$ cat src/iprt_pkg.sv
// Shared types and codes for the IPv4 route table with longest-prefix match.
// Used by iprt_cell and ipv4_route_table_lpm; depends on nothing else.
`timescale 1ns / 1ps
`default_nettype none

package iprt_pkg;

    typedef enum logic [1:0] {
        CMD_ADD    = 2'd0,
        CMD_DEL    = 2'd1,
        CMD_LOOKUP = 2'd2,
        CMD_READ   = 2'd3
    } cmd_t;

    typedef enum logic [2:0] {
        STS_OK        = 3'd0,
        STS_INVALID   = 3'd1,
        STS_EXISTS    = 3'd2,
        STS_FULL      = 3'd3,
        STS_NOT_FOUND = 3'd4
    } status_t;

    typedef enum logic [1:0] {
        S_IDLE,
        S_SEARCH,
        S_FINISH
    } fsm_t;

    localparam int ADDR_W = 32;
    localparam int IDX_IN_W = 4;

    // Request fields carried down the chain of cells.
    typedef struct packed {
        cmd_t                cmd;
        logic [ADDR_W-1:0]   dest;
        logic [ADDR_W-1:0]   mask;
        logic [ADDR_W-1:0]   gateway;
        logic [IDX_IN_W-1:0] slot_index;
    } req_t;

    // Flags gathered while a request walks past the cells.
    typedef struct packed {
        logic valid;
        logic dup;
        logic free_found;
        logic found;
    } scan_t;

    typedef struct packed {
        logic [ADDR_W-1:0] dest;
        logic [ADDR_W-1:0] mask;
        logic [ADDR_W-1:0] gateway;
    } entry_t;

    typedef struct packed {
        logic wr_en;
        logic clr_en;
    } commit_t;

endpackage

`default_nettype wire

$ cat src/iprt_cell.sv
// One route slot of the table and the comparison logic for a passing request.
// Depends on iprt_pkg.
`timescale 1ns / 1ps
`default_nettype none

module iprt_cell
    import iprt_pkg::*;
#(
    parameter int CELL_IDX = 0,
    parameter int SLOT_W   = 4,
    parameter int CNT_W    = 5
) (
    input  logic              aclk,
    input  logic              aresetn,
    input  req_t              in_req,
    input  scan_t             in_scan,
    input  logic [SLOT_W-1:0] in_free_slot,
    input  logic [SLOT_W-1:0] in_hit_slot,
    input  entry_t            in_hit,
    input  logic [CNT_W-1:0]  in_count,
    output req_t              out_req,
    output scan_t             out_scan,
    output logic [SLOT_W-1:0] out_free_slot,
    output logic [SLOT_W-1:0] out_hit_slot,
    output entry_t            out_hit,
    output logic [CNT_W-1:0]  out_count,
    input  commit_t           commit,
    input  logic [SLOT_W-1:0] commit_slot,
    input  entry_t            commit_entry
);

    localparam int IDX_W = (SLOT_W > IDX_IN_W) ? SLOT_W : IDX_IN_W;
    localparam logic [SLOT_W-1:0] MY_SLOT = SLOT_W'(CELL_IDX);
    localparam logic [IDX_W-1:0]  MY_IDX  = IDX_W'(CELL_IDX);

    logic   valid_reg;
    entry_t entry_reg;

    req_t              req_reg;
    scan_t             scan_reg, scan_next;
    logic [SLOT_W-1:0] free_slot_reg, free_slot_next;
    logic [SLOT_W-1:0] hit_slot_reg, hit_slot_next;
    entry_t            hit_reg, hit_next;
    logic [CNT_W-1:0]  count_reg, count_next;

    logic exact;
    logic covers;
    logic idx_match;
    logic commit_here;

    assign exact = valid_reg && (entry_reg.dest == in_req.dest)
                   && (entry_reg.mask == in_req.mask);
    assign covers = valid_reg && ((in_req.dest & entry_reg.mask) == entry_reg.dest);
    assign idx_match = (IDX_W'(in_req.slot_index) == MY_IDX);
    assign commit_here = (commit_slot == MY_SLOT);

    // Stored masks are always contiguous, so a numerically larger mask is a
    // longer prefix. Strictly larger keeps the lowest slot on a tie.
    always_comb begin
        scan_next      = in_scan;
        free_slot_next = in_free_slot;
        hit_slot_next  = in_hit_slot;
        hit_next       = in_hit;
        count_next     = in_count + CNT_W'(valid_reg);
        unique case (in_req.cmd)
            CMD_ADD: begin
                if (exact) begin
                    scan_next.dup = 1'b1;
                end
                if (!valid_reg && !in_scan.free_found) begin
                    scan_next.free_found = 1'b1;
                    free_slot_next       = MY_SLOT;
                end
            end
            CMD_DEL: begin
                if (exact && !in_scan.found) begin
                    scan_next.found = 1'b1;
                    hit_slot_next   = MY_SLOT;
                end
            end
            CMD_LOOKUP: begin
                if (covers && (!in_scan.found || entry_reg.mask > in_hit.mask)) begin
                    scan_next.found = 1'b1;
                    hit_slot_next   = MY_SLOT;
                    hit_next        = entry_reg;
                end
            end
            CMD_READ: begin
                if (valid_reg && idx_match) begin
                    scan_next.found = 1'b1;
                    hit_slot_next   = MY_SLOT;
                    hit_next        = entry_reg;
                end
            end
            default: begin
            end
        endcase
    end

    always_ff @(posedge aclk) begin
        if (!aresetn) begin
            valid_reg <= 1'b0;
            scan_reg  <= '0;
        end else begin
            scan_reg <= scan_next;
            if (commit.wr_en && commit_here) begin
                valid_reg <= 1'b1;
            end else if (commit.clr_en && commit_here) begin
                valid_reg <= 1'b0;
            end
        end
    end

    always_ff @(posedge aclk) begin
        if (commit.wr_en && commit_here) begin
            entry_reg <= commit_entry;
        end
        req_reg       <= in_req;
        free_slot_reg <= free_slot_next;
        hit_slot_reg  <= hit_slot_next;
        hit_reg       <= hit_next;
        count_reg     <= count_next;
    end

    assign out_req       = req_reg;
    assign out_scan      = scan_reg;
    assign out_free_slot = free_slot_reg;
    assign out_hit_slot  = hit_slot_reg;
    assign out_hit       = hit_reg;
    assign out_count     = count_reg;

endmodule

`default_nettype wire

$ cat config.mk
export PLATFORM = sky130hd
export DESIGN_NAME = iprt_cell
export DESIGN_NICKNAME = d
export VERILOG_FILES = /design/src/iprt_pkg.sv /design/src/iprt_cell.sv
export SDC_FILE = /design/constraint.sdc
export NUM_CORES = 1
export LEC_CHECK = 0
export BUFFER_PORTS_ARGS = -buffer_cell sky130_fd_sc_hd__clkbuf_2
export CORE_AREA = 2 2 207 209
export CTS_CLUSTER_DIAMETER = 150
export DETAILED_ROUTE_END_ITERATION = 12
export DIE_AREA = 0 0 209 211
export PLACE_DENSITY_LB_ADDON = 0.12
export REMOVE_ABC_BUFFERS = 1
export SYNTH_ARGS = -nofsm -noshare
export SYNTH_HDL_FRONTEND = slang
export SYNTH_SLANG_ARGS = --single-unit
$ cat constraint.sdc
create_clock -name aclk -period 4.4 [get_ports aclk]
set_input_delay 0.88 -clock aclk [delete_from_list [all_inputs] [get_ports aclk]]
set_output_delay 0.88 -clock aclk [all_outputs]
set_load 0.05 [all_outputs]
==> impl_metrics.yaml <==
finish:
  layout_common_cells: "clkbuf_2, dfxtp_1, edfxtp_1"
  final_common_cell: "clkbuf_2"
  regArea_um2: 7207
  stdcell_area_um2: 15740
  layout-drive-gt1-share: 0.4638
  largest_reg_flops: 102
  multiInputGateArea_um2: 3729
  area_growth_pct: 40.62
  insertedDiodeCount: 0
  final_nets: 1748
  fillers: 4202
clock_tree:
  insertion_delay_ps: 540
  cts_buffers: 37
  cts-resized-gates: 0
  cts.sinks: 312
  cts_setup_buffers: 0
  cts_tree: "done"
  cts_hold_buf: 0
  clockRootBuffer: "clkbuf_16"
  htree_levels: 2
  clockBufferDepth: 3
  path_clk_slew_ps: 60
flow_run:
  cap_violations: 0
place:
  postPlaceCellArea_um2: 14590
  place.gp.congestion: 0.8908
  place_ws_ps: 362.4
  io_buffers: 533
  dp_hpwl_um: 35670
synthesis:
  synth-async-reset-ratio: 0
  ys.warnings.count: 0
  synth.distinct_cells: 49
  synthTopCellsByArea: "dfxtp_1, edfxtp_1, mux2_4"
  synth_area_um2: 11190
  ys_ff_latch: 312
  synth_edf_count: 96
  avgSynthCellArea_um2: 13.60
  netlist_instances: 823
  synth_top_area_frac: 0.3863
  yosysSeqAreaShare: 0.6438
  ys.flop_type: "dfxtp_1"
  synth_top_cell_by_area: "dfxtp_1"
routing:
  ant_nets: 0
  drt_iter0_drc: 406
  viasPerCell: 4.394
  drt-total-wl_um: 43920
  drc: 0
  first_pass_iters: 5
  via_count: 8613
  drt-wirelength-per-cell_um: 22.41
sta:
  finClkSkew_ps: 13.51
  hold_slack_ps: 439.5
  tightest_slew_ps: 668.2
  slew_headroom: 0.5430
  rsz0062_at_grt: "false"
  final.setup.tns_ps: 0
  min_period_over_period: 0.7796
  max_freq_ghz: 0.2915
  slew_violations: 0
  fin_crit_ps: 3430
  setup_viol: 0
  final-hold-violation-count: 0
  layout_setup_ws_ps: 969.8
critical_path:
  cp-start-kind: "flop"
  setup.worst_path.end_class: "flop"
  r2r_cells: 10
  worstSetupPathType: "flop to flop"
  cp_max_fo: 54
  worstPathArrival_ps: 3860
  required_ps: 4830
  ff2ff_setup_slack_ps: 970
power:
  ir_drop_mv: 0.2954
  powerDensity_nw_per_um2: 440.1
  report.power.total_mw: 6.927
  leakage_nw: 7.316
worst_hold_path:
  min_path_type: "input pin to flop"
  hold_path_depth: 1
die:
  core-area_um2: 41760
  ioPinCount: 534
  dieHeight_um: 211
  std_cell_rows: 75
  start_util: 0.2681
  die_x_um: 209
  die-area_um2: 44100
global_routing:
  grt_pass1_wl_um: 60820
  antenna_found_initial: 3
  grt_usage: 0.1940
  grt_pass1_vias: 8946
  grt_max_degree: 98
  gr-total-overflow: 0
run_status:
  status: "complete, no violations"
==> cells by family after synthesis <==
group,share of synthesized area
AOI/OAI and AO/OA,0.03789
xor gates and xnor gates,0.02660
adders and majority gates,0.03800
buffers and inverters,0.02470
DFF,0.6438
muxes,0.1065
and+or+nand+nor,0.1225
==> final timing paths <==
path                            from                   to
max          entry_reg[47]$_DFFE_PP_  out_hit[24]$_DFF_P_
min                        in_req[4]   out_req[4]$_DFF_P_
max reg2reg  entry_reg[47]$_DFFE_PP_  out_hit[24]$_DFF_P_
min reg2reg  entry_reg[22]$_DFFE_PP_  out_hit[22]$_DFF_P_
==> power breakdown <==
group | switching (mW) | internal (mW) | total (mW)
sequential | 0.0507 | 3.09 | 3.14
clock | 1.22 | 1.70 | 2.92
combinational | 0.596 | 0.267 | 0.863
total | 1.87 | 5.06 | 6.93
==> worst max-delay path, cell delays in order, from the launching register on <==
cell	delay [ps]
edfxtp_1	350
buf_4	190
ha_1	320
nand4_1	170
or3_1	450
nor2_1	320
nand3_1	160
a22o_1	300
a31oi_4	240
buf_12	320
mux2_2	390
==> routing by layer <==
layer	GRT usage	wire length, µm	up-vias
met5	0	37	-
met2	0.3509	22280	388
met3	0.06572	3510	47
met1	0.2191	17270	4070
li1	-	-	4102
met4	0.04729	815	6
==> stage by stage <==
step	util	instances
after detailed placement	0.3495	1895
final	0.3770	1960
after global routing	0.3770	1960
after CTS	0.3770	1960
after floorplan	-	811
after global placement	0.3495	1895
==> Yosys cell counts (2+ instances only) <==
| library cell | number |
|---|---|
| dfxtp_1 | 216 |
| edfxtp_1 | 96 |
| inv_1 | 50 |
| nand2b_1 | 47 |
| nor2b_1 | 41 |
| mux2_1 | 38 |
| nand4_1 | 35 |
| ha_1 | 34 |
| mux2_4 | 31 |
| mux2_2 | 23 |
| nand2_1 | 23 |
| nand3b_1 | 23 |
| xor2_1 | 19 |
| nor4_1 | 16 |
| xnor2_1 | 15 |
| a21oi_1 | 13 |
| nand3_1 | 13 |
| nor2_1 | 8 |
| nor3_1 | 8 |
| a2111oi_0 | 7 |
| and2_1 | 7 |
| o2111ai_1 | 7 |
| buf_2 | 5 |
| buf_6 | 5 |
| a221oi_1 | 4 |
| mux2i_1 | 4 |
| o21ai_0 | 4 |
| o21a_1 | 3 |
| or4_1 | 3 |
| a21o_1 | 2 |
| a31oi_1 | 2 |
| clkbuf_1 | 2 |
| o2111a_1 | 2 |
| o211ai_1 | 2 |
==> layout make-up <==
class                   instances  share of cell area
repair buffers                545              0.1776
well taps                     539             0.04284
flip-flops and latches        312              0.4578
multi-input cells             449              0.2369
clock buffers                  48             0.06462
clock inverters                17            0.008346
inverters                      50             0.01192
Power figures use the tool's default switching activity.
